==> src/riot_pkg.sv <==
// ----------------------------------------------------------------------------
// riot_pkg
// Shared types and constants for the interval timer and voice control ports.
// ----------------------------------------------------------------------------
package riot_pkg;

    localparam int unsigned OpW     = 2;
    localparam int unsigned OffsetW = 7;
    localparam int unsigned DataW   = 8;
    localparam int unsigned CountW  = 18;

    // operation codes of one input item
    typedef enum logic [OpW-1:0] {
        OP_TICK  = 2'd0,
        OP_WRITE = 2'd1,
        OP_READ  = 2'd2,
        OP_NONE  = 2'd3
    } op_t;

    // timer phase
    typedef enum logic [1:0] {
        PH_IDLE   = 2'd0,
        PH_FIRST  = 2'd1,
        PH_SECOND = 2'd2
    } phase_t;

    // read decode on the low three offset bits
    localparam logic [2:0] RD_VOICE  = 3'd2;
    localparam logic [2:0] RD_CNT_A  = 3'd4;
    localparam logic [2:0] RD_FLAG_A = 3'd5;
    localparam logic [2:0] RD_CNT_B  = 3'd6;
    localparam logic [2:0] RD_FLAG_B = 3'd7;

    // write decode on the full offset
    localparam logic [OffsetW-1:0] WR_VOICE       = 7'h00;
    localparam logic [OffsetW-1:0] WR_TIMER_MASK  = 7'h74;
    localparam logic [OffsetW-1:0] WR_TIMER_MATCH = 7'h14;

    localparam logic [DataW-1:0]  FLAG_BYTE      = 8'h80;
    localparam logic [DataW-1:0]  ALL_ONES_BYTE  = 8'hFF;
    localparam logic [CountW-1:0] SECOND_PERIOD  = 18'h000FF;

    typedef struct packed {
        logic [OpW-1:0]     op;
        logic [OffsetW-1:0] offset;
        logic [DataW-1:0]   data;
    } item_t;

    typedef struct packed {
        logic [DataW-1:0] read_data;
        logic             irq_pulse;
        logic             reset_update;
        logic             reset_asserted;
    } result_t;

    // prescale 1, 8, 64, 1024 as a shift amount
    function automatic logic [3:0] prescale_shift(input logic [1:0] sel);
        logic [3:0] sh;
        case (sel)
            2'd0:    sh = 4'd0;
            2'd1:    sh = 4'd3;
            2'd2:    sh = 4'd6;
            default: sh = 4'd10;
        endcase
        return sh;
    endfunction

endpackage

==> src/riot_if.sv <==
// ----------------------------------------------------------------------------
// riot_if
// Valid/ready channels for input items and result items.
// ----------------------------------------------------------------------------
interface riot_in_if;
    logic       valid;
    logic       ready;
    logic [1:0] op;
    logic [6:0] offset;
    logic [7:0] data;

    modport source (output valid, output op, output offset, output data, input ready);
    modport sink   (input valid, input op, input offset, input data, output ready);
endinterface

interface riot_out_if;
    logic       valid;
    logic       ready;
    logic [7:0] read_data;
    logic       irq_pulse;
    logic       reset_update;
    logic       reset_asserted;

    modport source (output valid, output read_data, output irq_pulse,
                    output reset_update, output reset_asserted, input ready);
    modport sink   (input valid, input read_data, input irq_pulse,
                    input reset_update, input reset_asserted, output ready);
endinterface

==> src/riot_timer_core.sv <==
// ----------------------------------------------------------------------------
// riot_timer_core
// Timer, flag and voice latch state with the per-item decode and result logic.
// ----------------------------------------------------------------------------
module riot_timer_core
    import riot_pkg::*;
(
    input  logic    clk,
    input  logic    rst_n,
    input  logic    fire,
    input  item_t   item,
    output result_t result
);

    phase_t              phase_reg, phase_next;
    logic [CountW-1:0]   tick_count_reg, tick_count_next;
    logic [CountW-1:0]   period_reg, period_next;
    logic [1:0]          prescale_reg, prescale_next;
    logic                enable_irq_reg, enable_irq_next;
    logic                flag_reg, flag_next;
    logic                voice_msb_reg, voice_msb_next;

    logic [CountW-1:0]   count_inc;
    logic [3:0]          shift;
    logic [CountW-1:0]   elapsed_shifted;
    logic [DataW-1:0]    remain;
    logic [DataW-1:0]    remain_shifted;
    logic [CountW-1:0]   data_wide;

    // shared arithmetic
    always_comb
    begin
        count_inc       = tick_count_reg + 1'b1;
        shift           = prescale_shift(prescale_reg);
        elapsed_shifted = tick_count_reg >> shift;
        remain          = (tick_count_reg <= SECOND_PERIOD)
                          ? (ALL_ONES_BYTE - tick_count_reg[DataW-1:0]) : '0;
        remain_shifted  = remain >> shift;
        data_wide       = {{(CountW-DataW){1'b0}}, item.data};
    end

    // next state and result
    always_comb
    begin
        phase_next      = phase_reg;
        tick_count_next = tick_count_reg;
        period_next     = period_reg;
        prescale_next   = prescale_reg;
        enable_irq_next = enable_irq_reg;
        flag_next       = flag_reg;
        voice_msb_next  = voice_msb_reg;
        result          = '0;

        case (op_t'(item.op))
            OP_TICK:
            begin
                case (phase_reg)
                    PH_FIRST:
                    begin
                        tick_count_next = count_inc;
                        if (count_inc >= period_reg)
                        begin
                            flag_next        = 1'b1;
                            result.irq_pulse = enable_irq_reg;
                            phase_next       = PH_SECOND;
                            tick_count_next  = '0;
                            period_next      = SECOND_PERIOD;
                        end
                    end
                    PH_SECOND:
                    begin
                        tick_count_next = count_inc;
                        if (count_inc >= SECOND_PERIOD)
                        begin
                            phase_next      = PH_IDLE;
                            tick_count_next = '0;
                        end
                    end
                    default:
                    begin
                    end
                endcase
            end
            OP_WRITE:
            begin
                if (item.offset == WR_VOICE)
                begin
                    voice_msb_next        = item.data[7];
                    result.reset_update   = 1'b1;
                    result.reset_asserted = ~item.data[4];
                end
                else if ((item.offset & WR_TIMER_MASK) == WR_TIMER_MATCH)
                begin
                    enable_irq_next = item.offset[3];
                    prescale_next   = item.offset[1:0];
                    period_next     = data_wide << prescale_shift(item.offset[1:0]);
                    tick_count_next = '0;
                    phase_next      = PH_FIRST;
                end
            end
            OP_READ:
            begin
                case (item.offset[2:0])
                    RD_VOICE:
                    begin
                        result.read_data = {{(DataW-1){1'b0}}, voice_msb_reg};
                    end
                    RD_FLAG_A, RD_FLAG_B:
                    begin
                        result.read_data = flag_reg ? FLAG_BYTE : '0;
                        flag_next        = 1'b0;
                    end
                    RD_CNT_A, RD_CNT_B:
                    begin
                        flag_next = 1'b0;
                        case (phase_reg)
                            PH_FIRST:  result.read_data = elapsed_shifted[DataW-1:0];
                            PH_SECOND: result.read_data = remain_shifted;
                            default:   result.read_data = '0;
                        endcase
                    end
                    default:
                    begin
                        result.read_data = ALL_ONES_BYTE;
                    end
                endcase
            end
            default:
            begin
            end
        endcase
    end

    // state registers, updated once per processed item
    always_ff @(posedge clk or negedge rst_n)
    begin
        if (!rst_n)
        begin
            phase_reg      <= PH_IDLE;
            tick_count_reg <= '0;
            period_reg     <= '0;
            prescale_reg   <= '0;
            enable_irq_reg <= 1'b0;
            flag_reg       <= 1'b0;
            voice_msb_reg  <= 1'b1;
        end
        else if (fire)
        begin
            phase_reg      <= phase_next;
            tick_count_reg <= tick_count_next;
            period_reg     <= period_next;
            prescale_reg   <= prescale_next;
            enable_irq_reg <= enable_irq_next;
            flag_reg       <= flag_next;
            voice_msb_reg  <= voice_msb_next;
        end
    end

endmodule

==> src/riot_interval_timer_ports_unit.sv <==
// ----------------------------------------------------------------------------
// riot_interval_timer_ports_unit
// Interval timer with expiry flag, interrupt pulse and voice control latch.
// ----------------------------------------------------------------------------
// Each input item is a base tick, a register write or a register read, and
// gives exactly one result. The unit accepts one item per clock while the
// result register is free or being taken. Each item is held in the input
// register, then the timer and decode logic update the counter and load
// the result register. A stalled result register holds the pipeline
// once the input register is also full.
module riot_interval_timer_ports_unit
    import riot_pkg::*;
(
    input logic        clk,
    input logic        rst_n,
    riot_in_if.sink    in_ch,
    riot_out_if.source out_ch
);

    logic    in_valid_reg;
    item_t   in_item_reg;
    logic    out_valid_reg;
    result_t out_result_reg;
    result_t core_result;
    logic    advance;

    // item moves from input register to result register
    assign advance      = in_valid_reg && (!out_valid_reg || out_ch.ready);
    assign in_ch.ready  = !in_valid_reg || advance;

    // input register
    always_ff @(posedge clk or negedge rst_n)
    begin
        if (!rst_n)
        begin
            in_valid_reg <= 1'b0;
        end
        else if (in_ch.ready)
        begin
            in_valid_reg <= in_ch.valid;
        end
    end

    always_ff @(posedge clk)
    begin
        if (in_ch.valid && in_ch.ready)
        begin
            in_item_reg <= '{op: in_ch.op, offset: in_ch.offset, data: in_ch.data};
        end
    end

    riot_timer_core u_core (
        .clk    (clk),
        .rst_n  (rst_n),
        .fire   (advance),
        .item   (in_item_reg),
        .result (core_result)
    );

    // result register
    always_ff @(posedge clk or negedge rst_n)
    begin
        if (!rst_n)
        begin
            out_valid_reg <= 1'b0;
        end
        else if (advance)
        begin
            out_valid_reg <= 1'b1;
        end
        else if (out_ch.ready)
        begin
            out_valid_reg <= 1'b0;
        end
    end

    always_ff @(posedge clk)
    begin
        if (advance)
        begin
            out_result_reg <= core_result;
        end
    end

    assign out_ch.valid          = out_valid_reg;
    assign out_ch.read_data      = out_result_reg.read_data;
    assign out_ch.irq_pulse      = out_result_reg.irq_pulse;
    assign out_ch.reset_update   = out_result_reg.reset_update;
    assign out_ch.reset_asserted = out_result_reg.reset_asserted;

endmodule

==> src/flat_wrapper.sv <==
// flat-port wrapper written by rule: the top's interface ports become plain ports
module riot_interval_timer_ports_unit_flat import riot_pkg::*;
  (clk, rst_n, in_ch_valid, in_ch_op, in_ch_offset, in_ch_data, in_ch_ready, out_ch_valid, out_ch_read_data, out_ch_irq_pulse, out_ch_reset_update, out_ch_reset_asserted, out_ch_ready);
  riot_in_if in_ch_i ();
  riot_out_if out_ch_i ();
  input logic clk;
  input logic rst_n;
  input wire logic [$bits(in_ch_i.valid)-1:0] in_ch_valid;
  input wire logic [$bits(in_ch_i.op)-1:0] in_ch_op;
  input wire logic [$bits(in_ch_i.offset)-1:0] in_ch_offset;
  input wire logic [$bits(in_ch_i.data)-1:0] in_ch_data;
  output wire logic [$bits(in_ch_i.ready)-1:0] in_ch_ready;
  output wire logic [$bits(out_ch_i.valid)-1:0] out_ch_valid;
  output wire logic [$bits(out_ch_i.read_data)-1:0] out_ch_read_data;
  output wire logic [$bits(out_ch_i.irq_pulse)-1:0] out_ch_irq_pulse;
  output wire logic [$bits(out_ch_i.reset_update)-1:0] out_ch_reset_update;
  output wire logic [$bits(out_ch_i.reset_asserted)-1:0] out_ch_reset_asserted;
  input wire logic [$bits(out_ch_i.ready)-1:0] out_ch_ready;
  assign in_ch_i.valid = in_ch_valid;
  assign in_ch_i.op = in_ch_op;
  assign in_ch_i.offset = in_ch_offset;
  assign in_ch_i.data = in_ch_data;
  assign in_ch_ready = in_ch_i.ready;
  assign out_ch_valid = out_ch_i.valid;
  assign out_ch_read_data = out_ch_i.read_data;
  assign out_ch_irq_pulse = out_ch_i.irq_pulse;
  assign out_ch_reset_update = out_ch_i.reset_update;
  assign out_ch_reset_asserted = out_ch_i.reset_asserted;
  assign out_ch_i.ready = out_ch_ready;
  riot_interval_timer_ports_unit u_core (.clk(clk), .rst_n(rst_n), .in_ch(in_ch_i), .out_ch(out_ch_i));
endmodule
==> config.mk <==
export PLATFORM = sky130hd
export DESIGN_NAME = riot_interval_timer_ports_unit_flat
export DESIGN_NICKNAME = d
export VERILOG_FILES = /design/src/riot_pkg.sv /design/src/riot_if.sv /design/src/riot_timer_core.sv /design/src/riot_interval_timer_ports_unit.sv /design/src/flat_wrapper.sv
export SDC_FILE = /design/constraint.sdc
export NUM_CORES = 1
export LEC_CHECK = 0
export ABC_CLOCK_PERIOD_IN_PS = 3300
export BUFFER_PORTS_ARGS = -buffer_cell sky130_fd_sc_hd__buf_2
export CAP_MARGIN = 10
export CORE_MARGIN = 2
export CORE_UTILIZATION = 57
export CTS_BUF_LIST = sky130_fd_sc_hd__clkbuf_4
export CTS_CLUSTER_SIZE = 24
export DETAILED_ROUTE_END_ITERATION = 8
export PLACE_DENSITY_LB_ADDON = 0.2
export SLEW_MARGIN = 5
export SYNTH_ARGS = -nofsm -noshare
export SYNTH_HDL_FRONTEND = slang
export SYNTH_HIERARCHICAL = 1
export SYNTH_SLANG_ARGS = --single-unit
==> constraint.sdc <==
create_clock -name clk -period 3.3 [get_ports clk]
set_clock_uncertainty 0.05 [all_clocks]
set_input_delay 0.66 -clock clk [delete_from_list [all_inputs] [get_ports clk]]
set_output_delay 0.66 -clock clk [all_outputs]
set_load 0.03 [all_outputs]
# Word-level counts from Yosys, hierarchy flattened

Cells that the tools add are included.
W data, S select, Z words.

Equality and inequality tests: 22
Magnitude comparators: 3
Add/sub/neg operators: 2
Reduce and logical (&&, ||, !) cells: 24
Bitwise operators: 2
Muxes and demuxes: 33
Shifts and indexed selects: 3

Operators with widths:

| operator                | count |
|---|---|
| $mux W18                | 8 |
| $pmux W18 S2            | 3 |
| $pmux W4 S3             | 2 |
| $pmux W8 S3             | 1 |
| $add A18 B1 Y18 const B | 1 |
| $ge A18 B18 Y1          | 1 |
| $ge A18 B8 Y1 const B   | 1 |
| $le A18 B8 Y1 const B   | 1 |
| $shl A8 B4 Y18          | 1 |
| $shr A18 B4 Y8          | 1 |
| $mux W8                 | 2 |
| $pmux W8 S2             | 1 |
| $eq A3 B3 Y1 const B    | 4 |
| $mux W4                 | 3 |
| $mux W2                 | 5 |
| $ne A2 B2 Y1 const B    | 5 |
| $reduce_and A5 Y1       | 2 |
| $ne A3 B3 Y1 const B    | 3 |
| $eq A2 B1 Y1 const B    | 4 |
| $eq A2 B2 Y1 const B    | 4 |
| $pmux W2 S2             | 2 |
| $shr A8 B4 Y8           | 1 |
| $sub A8 B8 Y8 const A   | 1 |
| $logic_not A7 Y1        | 1 |
| other kinds (17)        | 31 |

Output and inout bits: 13
Logic and storage cells: 105
Bits in registers: 73

# Logic depth before layout (Yosys ltp)

Gate-level depths: netlist of run 1.

Depth in word-level cells: 9
Gate-level depth with buffers: 16
Depth with buffers taken out: 14

# Hierarchy

The synthesis of run 1 kept the hierarchy.

By module, submodules not included:

| module                         | seq. area each (um2) | times used | area each (um2) | cells an instance |
|---|---|---|---|---|
| riot_timer_core                | 1077.3               | 1          | 3729.8          | 436 |
| riot_interval_timer_ports_unit | 890.9                | 1          | 944.7           | 36 |

# Worst setup path after synthesis of run 1

No wires, ideal clock.

Kind: reg-to-reg
Start: register u_core.u_core.tick_count_reg[0]
End: register u_core.u_core.period_reg[11]
Arrival: 3.103 ns
Data required time: 3.117 ns
Cell stages (with the launch flop): 16
Slack: 0.014 ns
Library setup time: 0.133 ns
Path through: dfrtp_1 > ha_1 > nand3_2 > nor4_4 > nand4_1 > and2_1 > inv_1 > ha_1 > o21a_1 > nor2_1 > nor3_1 > o31ai_1 > a21boi_1 > o31a_1 > clkbuf_1 > o22ai_1

Cells in the longest elaborated chain, start to end: 4

Ends and longest elaborated chain:

| element                     | line                   | RTL |
|---|---|---|
| start: declaration          | riot_timer_core.sv:16  | `logic [CountW-1:0] tick_count_reg, tick_count_next;` |
| start signal: assignment    | riot_timer_core.sv:150 | `tick_count_reg <= tick_count_next;` |
| $add A18 B1 Y18             | riot_timer_core.sv:33  | `count_inc = tick_count_reg + 1'b1;` |
| $ge A18 B18 Y1              | riot_timer_core.sv:61  | `if (count_inc >= period_reg)` |
| $ne A2 B2 Y1 (no line)      | -                      |  |
| $reduce_and A6 Y1 (no line) | -                      |  |
| end signal: assignment      | riot_timer_core.sv:151 | `period_reg <= period_next;` |
| end: declaration            | riot_timer_core.sv:17  | `logic [CountW-1:0] period_reg, period_next;` |

Every way passes these cells.
A chain may end at the register's enable or synchronous reset.

# Worst setup path in the final report of run 1

Start: register u_core.u_core.tick_count_reg[0]
End: register u_core.u_core.tick_count_reg[14]

Cells in the longest elaborated chain, start to end: 5
Elaborated cells on any way between the ends: 7

Ends and longest elaborated chain:

| element                                                | line                                         | RTL |
|---|---|---|
| $add A18 B1 Y18 *                                      | riot_timer_core.sv:33                        |  |
| $ge A18 B8 Y1 / $ge A18 B18 Y1 (equally long branches) | riot_timer_core.sv:73, riot_timer_core.sv:61 |  |
| $mux W18, on equally long branches                     | riot_timer_core.sv:73, riot_timer_core.sv:61 |  |
| $pmux W18 S2 *                                         | riot_timer_core.sv:57                        | `case (phase_reg)` |
| $pmux W18 S2 *                                         | riot_timer_core.sv:54                        | `case (op_t'(item.op))` |

Mark *: on every way between the ends. The rest lies on a longest branch, timed or not.

==> metrics.yaml, run 1 <==
status: "finished clean"
cts_sinks: 73
nNetsFinal: 572
synth_area_per_cell_um2: 9.90
fp.dieW_um: 94.6
cp-start-kind: "flop"
grt_pass1_wl_um: 17900
critPathLaunch: "u_core/u_core/tick_count_reg[0]$_DFFE_PN0P_"
yosys.area.top_type: "dfrtp_1"
ant_nets: 0
syn_nets: 515
rr_endpoint: "u_core/u_core/tick_count_reg[14]$_DFFE_PN0P_"
hpwl_um: 8360
path_class: "flop to flop"
hp-class: "input pin to async pin"
synth-main-ff-cell: "dfrtp_1"
cts_made_buffers: 9
ys_ff_latch: 73
synth_cells: 472
power.density_nw_per_um2: 565
p_leak_uw: 0.00228
drv_cap: 0
drive_gt1_share_pct: 26.0
synth_edf_count: 28
critPathMostFrequentCell: "ha_1"
worstSetupEndpoint: "u_core/u_core/tick_count_reg[14]$_DFFE_PN0P_"
grt_util_all_layers_pct: 26.5
dpl.cell_count: 619
reg2reg_depth: 13
area_growth_pct: 14.7
clkTransAtPathRegs_ps: 140
synth_top_area_share_pct: 23.6
slowest_delay_ps: 430
cts.path.max_buffers: 2
diodes: 0
finalNonFillerCells: 639
post_drt_wl_per_cell_um: 17.8
netlist_area_um2: 4670
crit_chain: "ha_1 -> buf_4 -> and3_1 -> nand3_1 -> xnor2_1 -> ha_1 -> nand4_1 -> a211oi_1 -> o31ai_2 -> and3b_2 -> buf_12 -> o221ai_1 -> o21ai_1"
grt_pass1_vias: 3525
gp_congestion: 1.00
irDropWorstVdd_mv: 0.409
drc: 0
vias_per_cell: 5.95
start_util_pct: 57.8
crit_required_ps: 3550
drt-pass1-iter-count: 6
period_needed_ps: 3240
cts_tree: "done"
ys_seq_area_share_pct: 42.1
critPathSlowestCell: "dfrtp_1"
crit_path_end_kind: "flop"
path_max_fanout: 5
core_um2: 8090
final_max_slew_viol_count: 0
synth_cell_types: 76
ctsRootBufferMaster: "clkbuf_4"
async_flop_share_pct: 61.6
reg2reg_slack_ps: 60
ctsHtreeMaxLevel: 3
yosys_warnings: 6
rows: 33
setup_tns_ps: 0
die_y_um: 94.6
worstMarginPinSlew_ps: 1020
slew_headroom_pct: 31.9
grt.overflow.total: 0
crit_arrival_ps: 3490
period_share_pct: 98.1
hold_violations: 0
antenna_found_initial: 0
finalSetupViolations: 0
utilization_pct: 66.3
clock_latency_ps: 430
drtIter0Drc: 268
fillCellCount: 671
drt_wl_total_um: 11400
synthTopCellsByArea: "dfrtp_1 (24%), edfxtp_1 (18%), ha_1 (5.9%)"
r2r_start: "u_core/u_core/tick_count_reg[0]$_DFFE_PN0P_"
grt_max_degree: 46
die_area_um2: 8940
max_freq_ghz: 0.309
vias: 3802
port_buffers: 33
pin_count: 34
synth_stat cells, types with 3 or more instances:
cell type / number
clkbuf_1: 15
buf_4: 8
o21ai_0: 13
and3_1: 5
o21ai_1: 20
o21ai_2: 3
inv_1: 32
buf_2: 3
nand3_1: 8
nand4_1: 8
and4_1: 5
o31ai_1: 3
nor2b_1: 4
mux2i_1: 22
nor3_1: 8
o21a_1: 5
o22ai_2: 3
nand2b_1: 8
a21o_1: 4
ha_1: 22
nor2_1: 21
dfrtp_1: 44
a21oi_1: 24
xnor2_1: 10
edfxtp_1: 28
mux2_2: 5
nor3b_1: 3
buf_6: 3
nand2_1: 61
o22ai_1: 8
o221ai_1: 3
and2_1: 3
xor2_1: 4
repair_timing:
item	in CTS	in global routing
gates resized for setup	3	10
setup buffers	0	4
hold buffers	0	0
endpoints found under the hold margin	0	0
pin swaps	0	2
endpoints found under the setup margin	15	39
worst max-delay path: cells and delay by family, from the launching register on:
family                   cells  cell delay, ps
AO/OA/AOI/OAI                4             860
XOR/XNOR                     1             180
AND/OR/NAND/NOR              4             800
buffers and inverters        2             290
flip-flops                   1             430
adder cells (fa/ha/maj)      2             520
power breakdown:
| part | internal (uW) | switching [uW] |
|---|---|---|
| combinational | 540 | 668 |
| sequential | 1070 | 141 |
| clock | 244 | 371 |
| total | 1850 | 1180 |
layer usage:
layer | routed length [um] | GRT usage [%] | vias to the layer above
met5 | 0 | 0 | -
met4 | 278 | 10.7 | 0
met3 | 710 | 4.55 | 23
met2 | 5450 | 42.2 | 149
met1 | 4970 | 36.2 | 1811
li1 | - | - | 1819
worst min path at each step:
stage                                                        end  slack [ps]  depth (start not counted)
global route                     u_core/in_item_reg[4]$_DFFE_PP_         310                          1
detailed placement            u_core/u_core/flag_reg$_DFFE_PN0P_         440                          2
global placement              u_core/u_core/flag_reg$_DFFE_PN0P_         440                          2
finish              u_core/u_core/tick_count_reg[11]$_DFFE_PN0P_         340                          1
floorplan                        u_core/in_valid_reg$_DFFE_PN0P_         310                          0
CTS                             u_core/in_item_reg[10]$_DFFE_PP_         310                          1
layout by cell type, fill, tap and decap left out, types with 9 or more instances in the layout:
| cell type | synthesis | layout |
|---|---|---|
| dfrtp_1 | 44 | 43 |
| a21oi_1 | 24 | 24 |
| xnor2_1 | 10 | 10 |
| edfxtp_1 | 28 | 28 |
| buf_4 | 8 | 42 |
| nand2_1 | 61 | 61 |
| clkbuf_4 | 0 | 9 |
| ha_1 | 22 | 22 |
| mux2i_1 | 22 | 22 |
| o21ai_0 | 13 | 13 |
| nor2_1 | 21 | 20 |
| buf_2 | 3 | 33 |
| o21ai_1 | 20 | 20 |
| inv_1 | 32 | 32 |
cell type report:
type	count	area (um2)	share of cell area, %
clock buffers	9	67.6	1.26
flip-flops and latches	73	1970	36.7
inverters	32	120	2.24
clock inverters	7	82.6	1.54
well taps	105	131	2.45
multi-input cells	335	2450	45.7
repair buffers	78	541	10.1
cells by family (layout without fill, tap and decap cells):
group,count (synthesis),count (layout),share of synthesized area [%]
compound gates,119,119,18.7
simple gates,151,151,17.5
xor+xnor,14,14,2.62
fa+ha+maj,22,22,5.89
buf+inv,64,126,6.37
mux,29,29,6.88
flops,73,73,42.1
per-stage QoR:
step	instance area [um2]	power (uW)	setup WS [ps]	hold slack (ps)
global route	5360	3200	-22.9	312
detailed placement	5130	2310	-34.1	442
CTS	5290	2930	47.8	311
floorplan	4670	1960	13.5	314
finish	5360	3030	62.2	335
global placement	5130	2280	-51.0	438
No activity file was read; power rests on OpenSTA's default activity.
==> run 2: changes to the inputs <==
--- a/config.mk
+++ b/config.mk
@@ -8,7 +8,7 @@
 export ABC_CLOCK_PERIOD_IN_PS = 3300
 export BUFFER_PORTS_ARGS = -buffer_cell sky130_fd_sc_hd__buf_2
 export CAP_MARGIN = 10
-export CORE_MARGIN = 2
+export CORE_MARGIN = 4
 export CORE_UTILIZATION = 57
 export CTS_BUF_LIST = sky130_fd_sc_hd__clkbuf_4
 export CTS_CLUSTER_SIZE = 24
@@ -17,5 +17,4 @@
 export SLEW_MARGIN = 5
 export SYNTH_ARGS = -nofsm -noshare
 export SYNTH_HDL_FRONTEND = slang
-export SYNTH_HIERARCHICAL = 1
 export SYNTH_SLANG_ARGS = --single-unit
==> metrics.yaml, run 2 <==
status: "finished clean"
synthTopCellsByArea: "dfrtp_1 (24%), edfxtp_1 (18%), ha_1 (5.9%)"
area_growth_pct: 15.6
die_y_um: 98.3
finalSetupViolations: 0
hp-class: "input pin to flop"
synth_cell_types: 70
period_share_pct: 97.6
max_freq_ghz: 0.311
setup_ws_ps: 80.7
start_util_pct: 59.5
cts_sinks: 73
worstSetupEndpoint: "u_core.u_core.tick_count_reg[2]$_DFFE_PN0P_"
utilization_pct: 68.8
cts_hold_buf: 0
diodes: 0
layout_common_cells: "nand2_1 (41), buf_4 (41), dfrtp_1 (35)"
post_dp_cell_area_um2: 5010
drc: 0
crit_path_end_kind: "flop"
ys_ff_latch: 73
finalHoldWorstSlack_ps: 336
rr_endpoint: "u_core.u_core.tick_count_reg[2]$_DFFE_PN0P_"
dpl_worst_slack_ps: -105
ctsRootBufferMaster: "clkbuf_4"
grt_max_degree: 46
irDropWorstVdd_mv: 0.266
path_max_fanout: 20
post_drt_wl_per_cell_um: 18.3
synth_edf_count: 28
period_needed_ps: 3220
finalPower_uw: 2660
r2r_start: "u_core.u_core.tick_count_reg[2]$_DFFE_PN0P_"
clkTransAtPathRegs_ps: 130
final_max_slew_viol_count: 0
yosys_warnings: 0
async_flop_share_pct: 61.6
grt_util_all_layers_pct: 24.4
cp-start-kind: "flop"
critPathLaunch: "u_core.u_core.tick_count_reg[2]$_DFFE_PN0P_"
hold_violations: 0
reg2reg_depth: 13
worstMarginPinSlew_ps: 1060
antenna_found_initial: 0
clock_latency_ps: 440
grt_pass1_vias: 3761
synth_top_area_share_pct: 23.7
path_class: "flop to flop"
nNetsFinal: 579
vias: 3998
crit_arrival_ps: 3520
cts.path.max_buffers: 2
ys_top_cells_by_count: "dfrtp_1 (44), nand2_1 (41), inv_1 (31)"
die_area_um2: 9660
synth.most_common_cell: "dfrtp_1"
hpwl_um: 8730
drive_gt1_share_pct: 25.1
multi_input_area_um2: 2470
design_area_um2: 5370
drt-pass1-iter-count: 7
drtIter0Drc: 416
reg2reg_slack_ps: 80
synth-main-ff-cell: "dfrtp_1"
vias_per_cell: 6.22
port_buffers: 33
ctsHtreeMaxLevel: 3
netlist_area_um2: 4640
core_um2: 7810
p_leak_uw: 0.00240
syn_nets: 526
grt_pass1_wl_um: 18700
pin_count: 34
rows: 32
cts_tree: "done"
synth_cells: 483
grt.overflow.total: 0
fillCellCount: 587
crit_required_ps: 3600
fp.dieW_um: 98.3
ant_nets: 0
yosys.area.top_type: "dfrtp_1"
drv_cap: 0
regArea_um2: 1980
cts_made_buffers: 9
synth_area_per_cell_um2: 9.62
slew_headroom_pct: 29.4
drt_wl_total_um: 11700
gp_congestion: 0.937
ys_seq_area_share_pct: 42.4
power.density_nw_per_um2: 495
[run 2: cell count changes after synthesis, sizes merged, moves of 5 or more]
cell | before | now
a31o | 0 | 7
a31oi | 2 | 13
mux2i | 22 | 16
nand2 | 62 | 41
nand3 | 10 | 17
nor2 | 21 | 26
o21ai | 37 | 26
o2bb2ai | 0 | 6
or2 | 1 | 6
[run 2: layout make-up]
type,count,share of cell area (%)
Clock buffer,10,1.40
Clock inverter,6,1.68
Inverter,32,2.24
Multi-Input combinational cell,344,46.0
Sequential cell,73,36.9
Tap cell,102,2.38
Timing Repair Buffer,76,9.39
[run 2: per-stage QoR]
| stage | cells | setup TNS [ps] |
|---|---|---|
| 6_report | 643 | 0 |
| 3_3_place_gp | 617 | 0 |
| 4_1_cts | 633 | -15.8 |
| 3_5_place_dp | 617 | -1350 |
| 2_1_floorplan | 483 | 0 |
| 5_1_grt | 643 | -922 |
[run 2: worst max-delay path, cell delays in order, from the launching register on]
cell and delay [ps]:
dfrtp_2 460, nand4_2 170, nor2_4 200, nand2_1 90
xnor2_1 320, ha_1 340, a21oi_1 140, o21ai_0 150
a211oi_2 350, o221ai_2 160, o22ai_2 210, buf_12 190
nand3b_1 90, a31oi_1 210
[run 2: repair_timing]
item / 4_1_cts / 5_1_grt
gates resized for setup: 5 / 24
setup buffers: 0 / 10
pin swaps: 2 / 6
setup endpoints to repair: 36 / 36
[run 2: cell families (layout without fill, tap and decap cells)]
kind of cell    count (synthesis)  count (layout)  synth area share, %
simple gates                  153             153                 18.2
fa+ha+maj                      22              22                 5.93
flops                          73              73                 42.4
buf+inv                        66             124                 6.52
mux                            20              20                 4.42
xor+xnor                       16              16                 3.02
compound gates                133             133                 19.5
[run 2: worst min path at each step]
stage,cells after the start,from,slack (ps),end
final,1,in_ch_data[4],340,u_core.in_item_reg[4]$_DFFE_PP_
after CTS,1,in_ch_data[4],320,u_core.in_item_reg[4]$_DFFE_PP_
after floorplan,0,rst_n,310,u_core.in_valid_reg$_DFFE_PN0N_
after detailed placement,2,u_core.in_item_reg[11]$_DFFE_PP_,430,u_core.u_core.enable_irq_reg$_DFFE_PN0P_
after global routing,1,in_ch_data[7],310,u_core.in_item_reg[7]$_DFFE_PP_
after global placement,2,u_core.in_item_reg[11]$_DFFE_PP_,410,u_core.u_core.enable_irq_reg$_DFFE_PN0P_
[run 2: where the power goes]
part | total, uW | switching, uW | internal, uW | leakage, uW
combinational | 828 | 479 | 349 | 0.00149
sequential | 1170 | 116 | 1050 | 0.000818
clock | 663 | 344 | 320 | 0.0000874
[run 2: routing by layer]
layer	GRT usage (%)	part of all wire, %
met5	0	0
met2	39.3	48
met3	3.57	8.0
met4	9.24	3.1
met1	33.4	41
